[src/tct_pkg.sv]
// ----------------------------------------------------------------------------
// tct_pkg
// Shared types, codes and constants of the touch contact tracker.
// ----------------------------------------------------------------------------
`default_nettype none

package tct_pkg;

    localparam int TCT_NUM_SLOTS = 64;

    // Input actions.
    localparam logic [1:0] ACT_TOUCH = 2'd0;
    localparam logic [1:0] ACT_SWEEP = 2'd1;
    localparam logic [1:0] ACT_MOUSE = 2'd2;

    // Contact phases.
    localparam logic [1:0] PH_IDLE  = 2'd0;
    localparam logic [1:0] PH_BEGIN = 2'd1;
    localparam logic [1:0] PH_MOVE  = 2'd2;
    localparam logic [1:0] PH_END   = 2'd3;

    // Event codes.
    localparam logic [1:0] EV_BEGIN = 2'd0;
    localparam logic [1:0] EV_MOVE  = 2'd1;
    localparam logic [1:0] EV_END   = 2'd2;

    localparam logic KIND_FINGER = 1'b0;
    localparam logic KIND_MOUSE  = 1'b1;

    localparam logic [6:0] MOUSE_CONTACT_ID = 7'd0;

    typedef struct packed {
        logic [6:0]  contact_id;
        logic [1:0]  event_res;
        logic        kind;
        logic [15:0] out_x;
        logic [15:0] out_y;
    } t_result;

    // Controller to datapath.
    typedef struct packed {
        logic in_ready;
        logic capture;
        logic rd_id;
        logic rd_adv;
        logic wr_touch;
        logic sweep_step;
        logic mouse_upd;
        logic flush_last;
    } t_cmd;

    // Datapath to controller.
    typedef struct packed {
        logic       in_valid;
        logic [1:0] action;
        logic       id_ok;
        logic       ent_emit;
        logic       pend_vld;
        logic       out_free;
        logic       cnt_last;
    } t_status;

endpackage

`default_nettype wire

[src/tct_if.sv]
// ----------------------------------------------------------------------------
// tct_if
// Valid/ready channels of the touch contact tracker: report in, event out.
// ----------------------------------------------------------------------------
`default_nettype none

interface tct_in_if;
    logic        valid;
    logic        ready;
    logic [1:0]  action;
    logic [7:0]  report_id;
    logic [15:0] pos_x;
    logic [15:0] pos_y;
    logic        button_down;

    modport source (output valid, action, report_id, pos_x, pos_y, button_down,
                    input ready);
    modport sink (input valid, action, report_id, pos_x, pos_y, button_down,
                  output ready);
endinterface

interface tct_out_if;
    logic        valid;
    logic        ready;
    logic [6:0]  contact_id;
    logic [1:0]  event_res;
    logic        kind;
    logic [15:0] out_x;
    logic [15:0] out_y;
    logic        last;

    modport source (output valid, contact_id, event_res, kind, out_x, out_y, last,
                    input ready);
    modport sink (input valid, contact_id, event_res, kind, out_x, out_y, last,
                  output ready);
endinterface

`default_nettype wire

[src/tct_ram.sv]
// ----------------------------------------------------------------------------
// tct_ram
// Generic single-write, single-read RAM with registered read data.
// ----------------------------------------------------------------------------
`default_nettype none

module tct_ram #(
    parameter int WIDTH = 8,
    parameter int DEPTH = 64,
    localparam int AW = (DEPTH > 1) ? $clog2(DEPTH) : 1
) (
    input  wire logic             i_clk,
    input  wire logic             i_wr_en,
    input  wire logic [AW-1:0]    i_wr_addr,
    input  wire logic [WIDTH-1:0] i_wr_data,
    input  wire logic [AW-1:0]    i_rd_addr,
    output logic      [WIDTH-1:0] o_rd_data
);

    logic [WIDTH-1:0] r_mem [DEPTH];

    always_ff @(posedge i_clk) begin
        if (i_wr_en) begin
            r_mem[i_wr_addr] <= i_wr_data;
        end
        o_rd_data <= r_mem[i_rd_addr];
    end

endmodule

`default_nettype wire

[src/tct_ctrl.sv]
// ----------------------------------------------------------------------------
// tct_ctrl
// Sequencer: decodes the captured item and steps the slot sweep.
// ----------------------------------------------------------------------------
`default_nettype none

module tct_ctrl import tct_pkg::*; (
    input  wire logic    i_clk,
    input  wire logic    i_rst_n,
    input  wire t_status i_status,
    output t_cmd         o_cmd
);

    typedef enum logic [4:0] {
        S_IDLE   = 5'b00001,
        S_DECODE = 5'b00010,
        S_TREAD  = 5'b00100,
        S_SWEEP  = 5'b01000,
        S_FLUSH  = 5'b10000
    } t_state;

    t_state r_state, n_state;

    always_ff @(posedge i_clk) begin
        if (!i_rst_n) begin
            r_state <= S_IDLE;
        end else begin
            r_state <= n_state;
        end
    end

    always_comb begin
        n_state = r_state;
        o_cmd   = '0;
        case (r_state)
            S_IDLE: begin
                o_cmd.in_ready = 1'b1;
                if (i_status.in_valid) begin
                    o_cmd.capture = 1'b1;
                    n_state = S_DECODE;
                end
            end
            S_DECODE: begin
                case (i_status.action)
                    ACT_TOUCH: begin
                        if (i_status.id_ok) begin
                            o_cmd.rd_id = 1'b1;
                            n_state = S_TREAD;
                        end else begin
                            n_state = S_IDLE;
                        end
                    end
                    ACT_SWEEP: n_state = S_SWEEP;
                    ACT_MOUSE: begin
                        o_cmd.mouse_upd = 1'b1;
                        n_state = S_FLUSH;
                    end
                    default: n_state = S_IDLE;
                endcase
            end
            S_TREAD: begin
                o_cmd.wr_touch = 1'b1;
                n_state = S_FLUSH;
            end
            S_SWEEP: begin
                // An End that would displace a held event waits for the output.
                if (!(i_status.ent_emit && i_status.pend_vld && !i_status.out_free)) begin
                    o_cmd.sweep_step = 1'b1;
                    if (i_status.cnt_last) begin
                        n_state = S_FLUSH;
                    end else begin
                        o_cmd.rd_adv = 1'b1;
                    end
                end
            end
            S_FLUSH: begin
                if (!i_status.pend_vld) begin
                    n_state = S_IDLE;
                end else if (i_status.out_free) begin
                    o_cmd.flush_last = 1'b1;
                    n_state = S_IDLE;
                end
            end
            default: n_state = S_IDLE;
        endcase
    end

endmodule

`default_nettype wire

[src/tct_dp.sv]
// ----------------------------------------------------------------------------
// tct_dp
// Datapath: captured item, slot table, pointer state, held and output events.
// ----------------------------------------------------------------------------
`default_nettype none

module tct_dp import tct_pkg::*; #(
    parameter int NUM_TOUCH_SLOTS = TCT_NUM_SLOTS
) (
    input  wire logic  i_clk,
    input  wire logic  i_rst_n,
    input  wire t_cmd  i_cmd,
    output t_status    o_status,
    tct_in_if.sink     i_in,
    tct_out_if.source  o_out
);

    localparam int AW = (NUM_TOUCH_SLOTS > 1) ? $clog2(NUM_TOUCH_SLOTS) : 1;
    localparam logic [AW-1:0] LAST_SLOT = AW'(NUM_TOUCH_SLOTS - 1);
    localparam logic [7:0]    ID_LIMIT  = 8'(NUM_TOUCH_SLOTS);

    // Captured item.
    logic [1:0]  r_act;
    logic [7:0]  r_id;
    logic [15:0] r_px;
    logic [15:0] r_py;
    logic        r_btn;

    logic [AW-1:0]              r_cnt;
    logic [NUM_TOUCH_SLOTS-1:0] r_vld;
    logic                       r_rd_vld;

    logic [1:0]  r_ptr_ph;
    logic [15:0] r_ptr_x;
    logic [15:0] r_ptr_y;

    t_result r_pend;
    logic    r_pend_vld;
    t_result r_out;
    logic    r_out_last;
    logic    r_ovld;

    logic [AW-1:0] slot;
    logic [AW-1:0] rd_addr;
    logic [AW-1:0] wr_addr;
    logic [2:0]    wr_data;
    logic          wr_en;
    logic [2:0]    rd_data;
    logic [1:0]    ent_ph;
    logic          ent_seen;
    logic          ent_emit;
    logic [1:0]    sweep_ph;
    logic [1:0]    touch_ph;
    logic          out_free;
    t_result       end_res;

    assign slot    = r_id[AW-1:0];
    assign rd_addr = i_cmd.rd_id ? slot : (i_cmd.rd_adv ? r_cnt + AW'(1) : r_cnt);

    // Entries never written since reset read as idle and unseen.
    assign ent_ph   = r_rd_vld ? rd_data[2:1] : PH_IDLE;
    assign ent_seen = r_rd_vld & rd_data[0];
    assign ent_emit = !ent_seen && (ent_ph == PH_BEGIN || ent_ph == PH_MOVE);

    always_comb begin
        sweep_ph = ent_ph;
        if (!ent_seen && ent_ph != PH_IDLE) begin
            sweep_ph = (ent_ph == PH_END) ? PH_IDLE : PH_END;
        end
    end

    assign touch_ph = (ent_ph == PH_IDLE) ? PH_BEGIN : PH_MOVE;
    assign wr_en    = i_cmd.wr_touch | i_cmd.sweep_step;
    assign wr_addr  = i_cmd.wr_touch ? slot : r_cnt;
    assign wr_data  = i_cmd.wr_touch ? {touch_ph, 1'b1} : {sweep_ph, 1'b0};

    assign end_res = '{contact_id: 7'(r_cnt) + 7'd1, event_res: EV_END,
                       kind: KIND_FINGER, out_x: 16'd0, out_y: 16'd0};

    assign out_free = !r_ovld || o_out.ready;

    tct_ram #(
        .WIDTH (3),
        .DEPTH (NUM_TOUCH_SLOTS)
    ) u_slot_ram (
        .i_clk     (i_clk),
        .i_wr_en   (wr_en),
        .i_wr_addr (wr_addr),
        .i_wr_data (wr_data),
        .i_rd_addr (rd_addr),
        .o_rd_data (rd_data)
    );

    // Payload registers.
    always_ff @(posedge i_clk) begin
        if (i_cmd.capture) begin
            r_act <= i_in.action;
            r_id  <= i_in.report_id;
            r_px  <= i_in.pos_x;
            r_py  <= i_in.pos_y;
            r_btn <= i_in.button_down;
        end
        if (i_cmd.capture) begin
            r_cnt <= '0;
        end else if (i_cmd.sweep_step && r_cnt != LAST_SLOT) begin
            r_cnt <= r_cnt + AW'(1);
        end
        r_rd_vld <= r_vld[rd_addr];

        if (i_cmd.wr_touch) begin
            r_pend <= '{contact_id: 7'(slot) + 7'd1, event_res: touch_ph - 2'd1,
                        kind: KIND_FINGER, out_x: r_px, out_y: r_py};
        end else if (i_cmd.sweep_step && ent_emit) begin
            r_pend <= end_res;
        end else if (i_cmd.mouse_upd) begin
            if (r_btn) begin
                r_pend <= '{contact_id: MOUSE_CONTACT_ID,
                            event_res: (r_ptr_ph == PH_IDLE) ? EV_BEGIN : EV_MOVE,
                            kind: KIND_MOUSE, out_x: r_px, out_y: r_py};
            end else begin
                r_pend <= '{contact_id: MOUSE_CONTACT_ID, event_res: EV_END,
                            kind: KIND_MOUSE, out_x: r_ptr_x, out_y: r_ptr_y};
            end
        end

        if (i_cmd.flush_last) begin
            r_out      <= r_pend;
            r_out_last <= 1'b1;
        end else if (i_cmd.sweep_step && ent_emit && r_pend_vld) begin
            r_out      <= r_pend;
            r_out_last <= 1'b0;
        end
    end

    // Control state.
    always_ff @(posedge i_clk) begin
        if (!i_rst_n) begin
            r_vld      <= '0;
            r_ptr_ph   <= PH_IDLE;
            r_ptr_x    <= '0;
            r_ptr_y    <= '0;
            r_pend_vld <= 1'b0;
            r_ovld     <= 1'b0;
        end else begin
            if (wr_en) begin
                r_vld[wr_addr] <= 1'b1;
            end

            if (i_cmd.mouse_upd) begin
                if (r_btn) begin
                    r_ptr_x  <= r_px;
                    r_ptr_y  <= r_py;
                    r_ptr_ph <= (r_ptr_ph == PH_IDLE) ? PH_BEGIN : PH_MOVE;
                end else if (r_ptr_ph == PH_END) begin
                    r_ptr_ph <= PH_IDLE;
                end else if (r_ptr_ph != PH_IDLE) begin
                    r_ptr_ph <= PH_END;
                end
            end

            if (i_cmd.wr_touch || (i_cmd.sweep_step && ent_emit)) begin
                r_pend_vld <= 1'b1;
            end else if (i_cmd.mouse_upd) begin
                r_pend_vld <= r_btn || r_ptr_ph == PH_BEGIN || r_ptr_ph == PH_MOVE;
            end else if (i_cmd.flush_last) begin
                r_pend_vld <= 1'b0;
            end

            if (i_cmd.flush_last || (i_cmd.sweep_step && ent_emit && r_pend_vld)) begin
                r_ovld <= 1'b1;
            end else if (o_out.ready) begin
                r_ovld <= 1'b0;
            end
        end
    end

    assign i_in.ready        = i_cmd.in_ready;
    assign o_out.valid       = r_ovld;
    assign o_out.contact_id  = r_out.contact_id;
    assign o_out.event_res   = r_out.event_res;
    assign o_out.kind        = r_out.kind;
    assign o_out.out_x       = r_out.out_x;
    assign o_out.out_y       = r_out.out_y;
    assign o_out.last        = r_out_last;

    assign o_status.in_valid = i_in.valid;
    assign o_status.action   = r_act;
    assign o_status.id_ok    = r_id < ID_LIMIT;
    assign o_status.ent_emit = ent_emit;
    assign o_status.pend_vld = r_pend_vld;
    assign o_status.out_free = out_free;
    assign o_status.cnt_last = r_cnt == LAST_SLOT;

endmodule

`default_nettype wire

[src/touch_contact_tracker.sv]
// ----------------------------------------------------------------------------
// touch_contact_tracker
// Turns raw touch reports, frame sweeps and mouse samples into contact events.
// ----------------------------------------------------------------------------
//  channel  direction  port   carries
//  report   in         i_in   action, report_id, pos_x, pos_y, button_down
//  event    out        o_out  contact_id, event_res, kind, out_x, out_y, last
//
//  One item at a time. A frame sweep reads one slot per cycle, unless the
//  output stalls it, through the single read port of the slot RAM.
//  Reset is synchronous; the slot table needs no clearing pass, valid flops
//  mark entries written since reset. Each End found by a sweep is held until
//  the next one is found, so that the final one carries last; a full output
//  stalls the sweep.
// ----------------------------------------------------------------------------
`default_nettype none

module touch_contact_tracker import tct_pkg::*; #(
    parameter int NUM_TOUCH_SLOTS = TCT_NUM_SLOTS
) (
    input  wire logic i_clk,
    input  wire logic i_rst_n,
    tct_in_if.sink    i_in,
    tct_out_if.source o_out
);

    t_cmd    cmd;
    t_status status;

    tct_ctrl u_ctrl (
        .i_clk    (i_clk),
        .i_rst_n  (i_rst_n),
        .i_status (status),
        .o_cmd    (cmd)
    );

    tct_dp #(
        .NUM_TOUCH_SLOTS (NUM_TOUCH_SLOTS)
    ) u_dp (
        .i_clk    (i_clk),
        .i_rst_n  (i_rst_n),
        .i_cmd    (cmd),
        .o_status (status),
        .i_in     (i_in),
        .o_out    (o_out)
    );

endmodule

`default_nettype wire

[src/flat_wrapper.sv]
// flat-port wrapper written by rule: the top's interface ports become plain ports
module touch_contact_tracker_flat import tct_pkg::*;
#(
    parameter int NUM_TOUCH_SLOTS = TCT_NUM_SLOTS
)
  (i_clk, i_rst_n, i_in_valid, i_in_action, i_in_report_id, i_in_pos_x, i_in_pos_y, i_in_button_down, i_in_ready, o_out_valid, o_out_contact_id, o_out_event_res, o_out_kind, o_out_out_x, o_out_out_y, o_out_last, o_out_ready);
  tct_in_if i_in_i ();
  tct_out_if o_out_i ();
  input  wire logic i_clk;
  input  wire logic i_rst_n;
  input wire logic [$bits(i_in_i.valid)-1:0] i_in_valid;
  input wire logic [$bits(i_in_i.action)-1:0] i_in_action;
  input wire logic [$bits(i_in_i.report_id)-1:0] i_in_report_id;
  input wire logic [$bits(i_in_i.pos_x)-1:0] i_in_pos_x;
  input wire logic [$bits(i_in_i.pos_y)-1:0] i_in_pos_y;
  input wire logic [$bits(i_in_i.button_down)-1:0] i_in_button_down;
  output wire logic [$bits(i_in_i.ready)-1:0] i_in_ready;
  output wire logic [$bits(o_out_i.valid)-1:0] o_out_valid;
  output wire logic [$bits(o_out_i.contact_id)-1:0] o_out_contact_id;
  output wire logic [$bits(o_out_i.event_res)-1:0] o_out_event_res;
  output wire logic [$bits(o_out_i.kind)-1:0] o_out_kind;
  output wire logic [$bits(o_out_i.out_x)-1:0] o_out_out_x;
  output wire logic [$bits(o_out_i.out_y)-1:0] o_out_out_y;
  output wire logic [$bits(o_out_i.last)-1:0] o_out_last;
  input wire logic [$bits(o_out_i.ready)-1:0] o_out_ready;
  assign i_in_i.valid = i_in_valid;
  assign i_in_i.action = i_in_action;
  assign i_in_i.report_id = i_in_report_id;
  assign i_in_i.pos_x = i_in_pos_x;
  assign i_in_i.pos_y = i_in_pos_y;
  assign i_in_i.button_down = i_in_button_down;
  assign i_in_ready = i_in_i.ready;
  assign o_out_valid = o_out_i.valid;
  assign o_out_contact_id = o_out_i.contact_id;
  assign o_out_event_res = o_out_i.event_res;
  assign o_out_kind = o_out_i.kind;
  assign o_out_out_x = o_out_i.out_x;
  assign o_out_out_y = o_out_i.out_y;
  assign o_out_last = o_out_i.last;
  assign o_out_i.ready = o_out_ready;
  touch_contact_tracker #(.NUM_TOUCH_SLOTS(NUM_TOUCH_SLOTS)) u_core (.i_clk(i_clk), .i_rst_n(i_rst_n), .i_in(i_in_i), .o_out(o_out_i));
endmodule
[config.mk]
export PLATFORM = sky130hd
export DESIGN_NAME = touch_contact_tracker_flat
export DESIGN_NICKNAME = d
export VERILOG_FILES = /design/src/tct_pkg.sv /design/src/tct_if.sv /design/src/tct_ram.sv /design/src/tct_ctrl.sv /design/src/tct_dp.sv /design/src/touch_contact_tracker.sv /design/src/flat_wrapper.sv
export SDC_FILE = /design/constraint.sdc
export NUM_CORES = 1
export LEC_CHECK = 0
export BUFFER_PORTS_ARGS = -buffer_cell sky130_fd_sc_hd__buf_4
export CORE_AREA = 8 8 245 200
export CTS_CLUSTER_SIZE = 28
export DETAILED_ROUTE_END_ITERATION = 6
export DIE_AREA = 0 0 253 208
export SETUP_SLACK_MARGIN = 0.5
export SYNTH_ARGS = -nofsm -noshare
export SYNTH_HDL_FRONTEND = slang
export SYNTH_SLANG_ARGS = --single-unit
[constraint.sdc]
create_clock -name i_clk -period 9 [get_ports i_clk]
set_input_delay 1.35 -clock i_clk [delete_from_list [all_inputs] [get_ports i_clk]]
set_output_delay 1.35 -clock i_clk [all_outputs]
set_load 0.02 [all_outputs]
==> results.ini, run 1 <==
[place]
gp_congestion = 0.868
io_buffers = 91
hpwl_um = 32600
preCtsSetupSlack_ps = 4170

[logic_synthesis]
yosysTopAreaCell = edfxtp_1
synth_area_per_cell_um2 = 11.4
synth-warning-count = 0
synth_nets = 1683
async_flop_share = 0
synth_cell_types = 82
ys.flop_type = edfxtp_1
synth_area_um2 = 18600
synth-seq-cells = 435
ys_seq_area_frac = 0.640
synth_edf_count = 318
syn_inst = 1632
ys_top_cells_by_area = edfxtp_1 (51%), dfxtp_1 (13%), nand2_1 (5.0%)
synth_top_area_frac = 0.514

[setup_path]
cp_slowest_cell = nor2_1
cp_top_family = simple AND/OR/NAND/NOR gates
path_max_fanout = 31
max_stage_delay_ps = 900
r2r-end = u_core.u_dp.u_slot_ram.o_rd_data[0]
worstReg2RegStart = u_core.u_dp.r_rd_vld
arrival_ps = 4730
critPathKind = reg2reg
crit_required_ps = 9430
cp-start-kind = flop
worstPathCellList = nand2_1, inv_1, ha_1, a21boi_2, a211oi_2, buf_4, a21boi_2, o21ai_4, buf_4, nor2_1, nand3_1, nand4_1, and3_1, o31ai_1
path_buf_inv = 3
end_kind = flop
reg2regPathDepth = 14
r2r_slack_ps = 4700

[timing]
fin_skew_ps = 19.1
fin_tns_setup_ps = 0
fin_crit_sh = 0.477
max_freq_ghz = 0.233
timing.hold.ws_ps = 411
relSlewSlack = 0.238
worstMarginPinSlew_ps = 1140
layout_min_cycle_time_ps = 4300
rsz0062_at_grt = false
final_hold_viol_count = 0
setup_viol = 0
finalWorstSetupSlack_ps = 4700
slew_violations = 0

[power_and_ir_drop]
p_per_area_nw_per_um2 = 192
cellLeakagePower_nw = 7.13
irDropWorstVdd_uv = 137

[layout]
final_util = 0.469
nets = 1734
drive_above_1_share = 0.141
syn_to_final_growth_pct = 13.6
antennaDiodeCount = 0

[global_routing]
grtUsageTotal = 0.191
gr-total-overflow = 0
grt_pass1_wl_um = 78900
grt_max_degree = 86
grt_pass1_vias = 12500
antenna_found_initial = 0

[floorplanning]
dieArea_um2 = 52600
coreArea_um2 = 45000
start_util = 0.413
die_h_um = 208
die_w_um = 253
rows = 70
io_pins = 92

[routing]
wl_per_cell_um = 22.2
drtAntennaViolNets = 0
vias_per_cell = 5.80
remaining_drc_errors = 0
drt-total-wl_um = 51800
dr.pass1.iters = 6
drtIter0Drc = 1643
via_count = 13500

[clock_network]
clk_pin_slew_ps = 60
numClockSinks = 435
insertion_delay_ps = 590
clk_path_buf_depth = 3
cts_tree = done
cts_setup_buffers = 0
root_buffer = clkbuf_16
cts_made_buffers = 44
cts_max_level = 2
cts_resized = 0
holdBufCountCts = 0

[job]
cap_viol_max_count = 0

[min_path]
worstHoldStart = u_core.u_dp.r_pend[14]
min_path_cells = 0
holdPathEnd = u_core.u_dp.o_out.out_y[14]
hp-class = reg2reg

[status]
status = complete, no violations

-- cell type report --
class / instances / area, um^2
Clock buffer: 63 / 1200
Multi-Input combinational cell: 1076 / 6150
Timing Repair Buffer: 116 / 871
Fill cell: 4132 / 23900
Clock inverter: 19 / 200
Sequential cell: 435 / 11900
Inverter: 10 / 38.8
Tap cell: 612 / 766
-- how the worst max path moves through the flow --
stage	endpoint	depth (start not counted)	slack [ps]	startpoint
floorplan	u_core.u_dp.u_slot_ram.r_mem[0][2]	6	3320	u_core.u_ctrl.r_state[4]
global placement	u_core.u_dp.u_slot_ram.o_rd_data[0]	12	4270	o_out_ready
detailed placement	u_core.u_dp.u_slot_ram.o_rd_data[2]	12	4170	o_out_ready
CTS	u_core.u_dp.u_slot_ram.o_rd_data[2]	14	4730	u_core.u_dp.r_rd_vld
global route	u_core.u_dp.u_slot_ram.o_rd_data[2]	14	4430	u_core.u_dp.r_rd_vld
finish	u_core.u_dp.u_slot_ram.o_rd_data[0]	14	4700	u_core.u_dp.r_rd_vld
-- worst register-to-register path, cell delays in order (launching register included) --
cell      delay, ps
dfxtp_1         380
nand2_1         150
inv_1            60
ha_1            260
a21boi_2        340
a211oi_2        120
buf_4           250
a21boi_2        370
o21ai_4         180
buf_4           280
nor2_1          920
nand3_1         250
nand4_1         320
and3_1          210
o31ai_1          70
-- per-stage QoR --
stage / power, mW / area (um^2) / cells
after floorplan: 2.28 / 18600 / 1632
after global placement: 2.33 / 19700 / 2249
after detailed placement: 2.34 / 19700 / 2249
after CTS: 4.10 / 21100 / 2331
after global routing: 4.19 / 21100 / 2331
final: 4.06 / 21100 / 2331
-- report_power, final --
part / internal, mW / switching, mW
clock: 0.977 / 0.794
sequential: 2.17 / 0.0236
combinational: 0.0370 / 0.0667
-- cell usage in the layout, fill, tap and decap left out, drive strengths merged, types with 22 or more instances in the layout --
master	synthesis	layout
o21ai	43	43
a22o	44	44
dfxtp	117	117
a31oi	38	38
nand3	112	112
buf	50	116
nand2	252	252
mux2i	22	22
edfxtp	318	318
nor2	228	228
clkbuf	61	63
a21oi	70	70
-- cells in the mapped netlist (all sizes together) (13+ instances only) --
cell / count
edfxtp: 318
nand2: 252
nor2: 228
dfxtp: 117
nand3: 112
a21oi: 70
clkbuf: 61
buf: 50
a22o: 44
o21ai: 43
a31oi: 38
mux2i: 22
a221oi: 19
a22oi: 19
and3: 19
a221o: 15
o211ai: 15
o22ai: 13
-- kinds of logic (layout without fill, tap and decap cells) --
| group | after synthesis | count (layout) | share of synthesized area |
|---|---|---|---|
| xor gates and xnor gates | 8 | 8 | 0.00377 |
| adders and majority gates | 4 | 4 | 0.00269 |
| buffers and inverters | 121 | 208 | 0.0314 |
| and+or+nand+nor | 675 | 675 | 0.159 |
| muxes | 32 | 32 | 0.0183 |
| DFF | 435 | 435 | 0.640 |
| AOI/OAI and AO/OA | 357 | 357 | 0.145 |
-- per-layer routing --
| metal | share of wire | global-route usage |
|---|---|---|
| met5 | 0 | 0 |
| met4 | 0.024 | 0.0569 |
| met3 | 0.095 | 0.0382 |
| met2 | 0.43 | 0.276 |
| met1 | 0.45 | 0.287 |
-- registers in the layout (all words and copies together), names as in the netlist, 2 cells and up --
signal                            flops
u_core.u_ctrl.r_state                 5
u_core.u_dp.o_out.contact_id          7
u_core.u_dp.o_out.event_res           2
u_core.u_dp.o_out.out_x              16
u_core.u_dp.o_out.out_y              16
u_core.u_dp.r_act                     2
u_core.u_dp.r_cnt                     6
u_core.u_dp.r_id                      8
u_core.u_dp.r_pend                   42
u_core.u_dp.r_ptr_ph                  2
u_core.u_dp.r_ptr_x                  16
u_core.u_dp.r_ptr_y                  16
u_core.u_dp.r_px                     16
u_core.u_dp.r_py                     16
u_core.u_dp.r_vld                    64
u_core.u_dp.u_slot_ram.o_rd_data      3
u_core.u_dp.u_slot_ram.r_mem        192
Power figures use the tool's default switching activity.
==> run 2: changes to the inputs <==
clock period = 4.1 ns   (was 9 ns; I/O delays follow)
==> run 2 against run 1 <==
Core utilization increased by 1.1 points. Clock skew increased by 8.5 ps. Global-route usage increased by 0.22 points. First-iteration DRC count decreased by 10%. Critical endpoint is now u_core.u_dp.u_slot_ram.r_mem[59][0]. Highest routed layer is now met5. Via count increased by 1.7%. Routed wire length increased by 2.4%. Clock power increased by 140%. Sequential share of layout area decreased by 1.3 points.
==> results.ini, run 2 (synthesis gave the netlist of run 1 again) <==
[place]
hpwl_um = 33900  ; +4.2%
detailed_place.area_um2 = 20000  ; +1.2%
gp_congestion = 0.921  ; +6.1%
io_buffers = 91  ; unchanged
preCtsSetupSlack_ps = 397  ; -3770 ps
place_inst = 2276  ; +1.2%

[layout]
largest_reg_flops = 192  ; unchanged
final_util = 0.480  ; +0.0107
fillers = 4083  ; -1.2%
syn_to_final_growth_pct = 16.2
reg_top3 = u_core.u_dp.u_slot_ram.r_mem x192, u_core.u_dp.r_vld x64, u_core.u_dp.r_pend x42
mostFrequentLayoutCells = edfxtp_1 (318), nand2_1 (244), nor2_1 (221)
regMostFlops = u_core.u_dp.u_slot_ram.r_mem
final_cells = 2361  ; +1.3%
antennaDiodeCount = 0  ; unchanged
layout_commonest_cell = edfxtp_1
nets = 1765  ; +1.8%
drive_above_1_share = 0.165  ; +0.0233
final_area_um2 = 21600  ; +2.3%

[power_and_ir_drop]
p_comb_frac = 0.025  ; about the same
p_clk_frac = 0.462  ; +0.026
irDropWorstVdd_uv = 296  ; +120%
seq_power_share = 0.513  ; -0.026
intPower_mw = 7.39  ; +130%
cellLeakagePower_nw = 7.40  ; +3.7%
switching_share = 0.211  ; -0.00677
switchingPower_mw = 1.97  ; +120%
p_per_area_nw_per_um2 = 433  ; +130%

[floorplanning]
coreArea_um2 = 45000  ; unchanged
dieArea_um2 = 52600  ; unchanged
rows = 70  ; unchanged
io_pins = 92  ; unchanged
start_util = 0.413  ; unchanged
die_w_um = 253  ; unchanged
die_h_um = 208  ; unchanged

[clock_network]
cts_tree = done
numClockSinks = 435  ; unchanged
root_buffer = clkbuf_16
cts_max_level = 2  ; unchanged
clk_pin_slew_ps = 60  ; about the same
cts_made_buffers = 45  ; +2.3%
holdBufCountCts = 0  ; unchanged
insertion_delay_ps = 590  ; about the same
clk_path_buf_depth = 3  ; unchanged

[timing]
relSlewSlack = 0.314  ; +0.0758
rsz0062_at_grt = true
slew_violations = 0  ; unchanged
final_hold_viol_count = 0  ; unchanged
fin_crit_sh = 0.895  ; +0.418
fin_skew_ps = 27.5  ; +8.46 ps
max_freq_ghz = 0.272  ; +17%
layout_min_cycle_time_ps = 3670  ; -626 ps
worstMarginPinSlew_ps = 1030  ; -111 ps
fin_tns_setup_ps = 0  ; unchanged
setup_viol = 0  ; unchanged
finalWorstSetupSlack_ps = 429  ; -4270 ps

[min_path]
hp-class = in2reg

[setup_path]
critPathKind = reg2reg
path_max_fanout = 15  ; -52%
r2r_slack_ps = 430  ; -4270 ps
end_kind = flop
cp-start-kind = flop
arrival_ps = 3900  ; -830 ps
crit_required_ps = 4330  ; -5100 ps

[routing]
dr.pass1.iters = 5  ; -1
vias_per_cell = 5.82  ; +0.37%
drt-total-wl_um = 53100  ; +2.4%
remaining_drc_errors = 0  ; unchanged
wl_per_cell_um = 22.5  ; +1.1%
via_count = 13700  ; +1.7%
drtAntennaViolNets = 0  ; unchanged
drtIter0Drc = 1475  ; -10%

[global_routing]
grt_pass1_wl_um = 79300  ; +0.47%
gr-total-overflow = 0  ; unchanged
grtUsageTotal = 0.194  ; +0.00219
antenna_found_initial = 0  ; unchanged
grt_pass1_vias = 12800  ; +2.6%
grt_max_degree = 68  ; -21%

[status]
status = complete, no violations

[job]
cap_viol_max_count = 0  ; unchanged

==> run 2: cell count changes in the layout (fill, tap and decap cells not counted), moves of 2 or more <==
| cell | previous run | this run |
|---|---|---|
| buf_4 | 116 | 141 |
| clkbuf_1 | 16 | 7 |
| bufinv_16 | 1 | 7 |
| buf_12 | 0 | 4 |
| nor2_2 | 1 | 4 |
| a21boi_2 | 3 | 1 |
| a21boi_4 | 0 | 2 |
| clkinv_2 | 10 | 12 |
| clkinvlp_4 | 3 | 1 |
| inv_6 | 1 | 3 |
| nand2_1 | 246 | 244 |
| nand2_2 | 5 | 7 |
| nor2_1 | 223 | 221 |
==> run 2: cell type report <==
type                       count  area, um^2  share of cell area
clock buffer                  55        1190              0.0552
clock inverter                27         383              0.0177
inverter                      10        38.8             0.00180
multi-input combinational   1077        6190               0.287
sequential                   435       11900               0.550
tap                          612         766              0.0354
timing repair buffer         145        1140              0.0527
==> run 2: repair_timing <==
item	4_1_cts	5_1_grt
gates resized for setup	1	7
pin swaps	1	0
endpoints found under the setup margin	4	141
endpoints found under the hold margin	0	0
cloned	1	0
setup buffers	0	2
==> run 2: worst max-delay path, cell delays in order (launching register included) <==
cell and delay (ps):
dfxtp_1 450, nand2_1 150, inv_1 80, ha_1 230, a21boi_4 180, a211o_2 460, buf_4 260, o21ai_0 400
nand2_1 550, nor2_1 530
==> run 2: path summary, 6_finish.rpt <==
check | from | end | cells after the start
worst max-delay path | u_core.u_dp.r_rd_vld | u_core.u_dp.u_slot_ram.r_mem[59][0] | 9
worst min-delay path | i_in_pos_x[11] | u_core.u_dp.r_px[11] | 1
worst max register to register | u_core.u_dp.r_rd_vld | u_core.u_dp.u_slot_ram.r_mem[59][0] | 9
worst min register to register | u_core.u_dp.r_pend[18] | u_core.u_dp.o_out.out_x[2] | 0
==> run 2: through the flow <==
stage | power, mW | hold slack [ps]
floorplan | 5.01 | 400
global placement | 5.13 | 402
detailed placement | 5.13 | 405
CTS | 9.45 | 155
global route | 9.64 | 165
finish | 9.37 | 190
==> run 2: power by group through the flow <==
stage | combinational [mW] | clock [mW] | sequential [mW]
after CTS | 0.233 | 4.42 | 4.80
after global routing | 0.249 | 4.58 | 4.81
after detailed placement | 0.232 | 0 | 4.90
after floorplan | 0.138 | 0 | 4.88
after global placement | 0.230 | 0 | 4.90
final | 0.232 | 4.33 | 4.81
==> run 2: per-layer routing <==
layer	vias up	wire [um]	track usage
li1	6233	-	-
met1	6762	23200	0.272
met2	623	23100	0.283
met3	121	4980	0.0508
met4	2	1790	0.0735
met5	-	57	0.00761
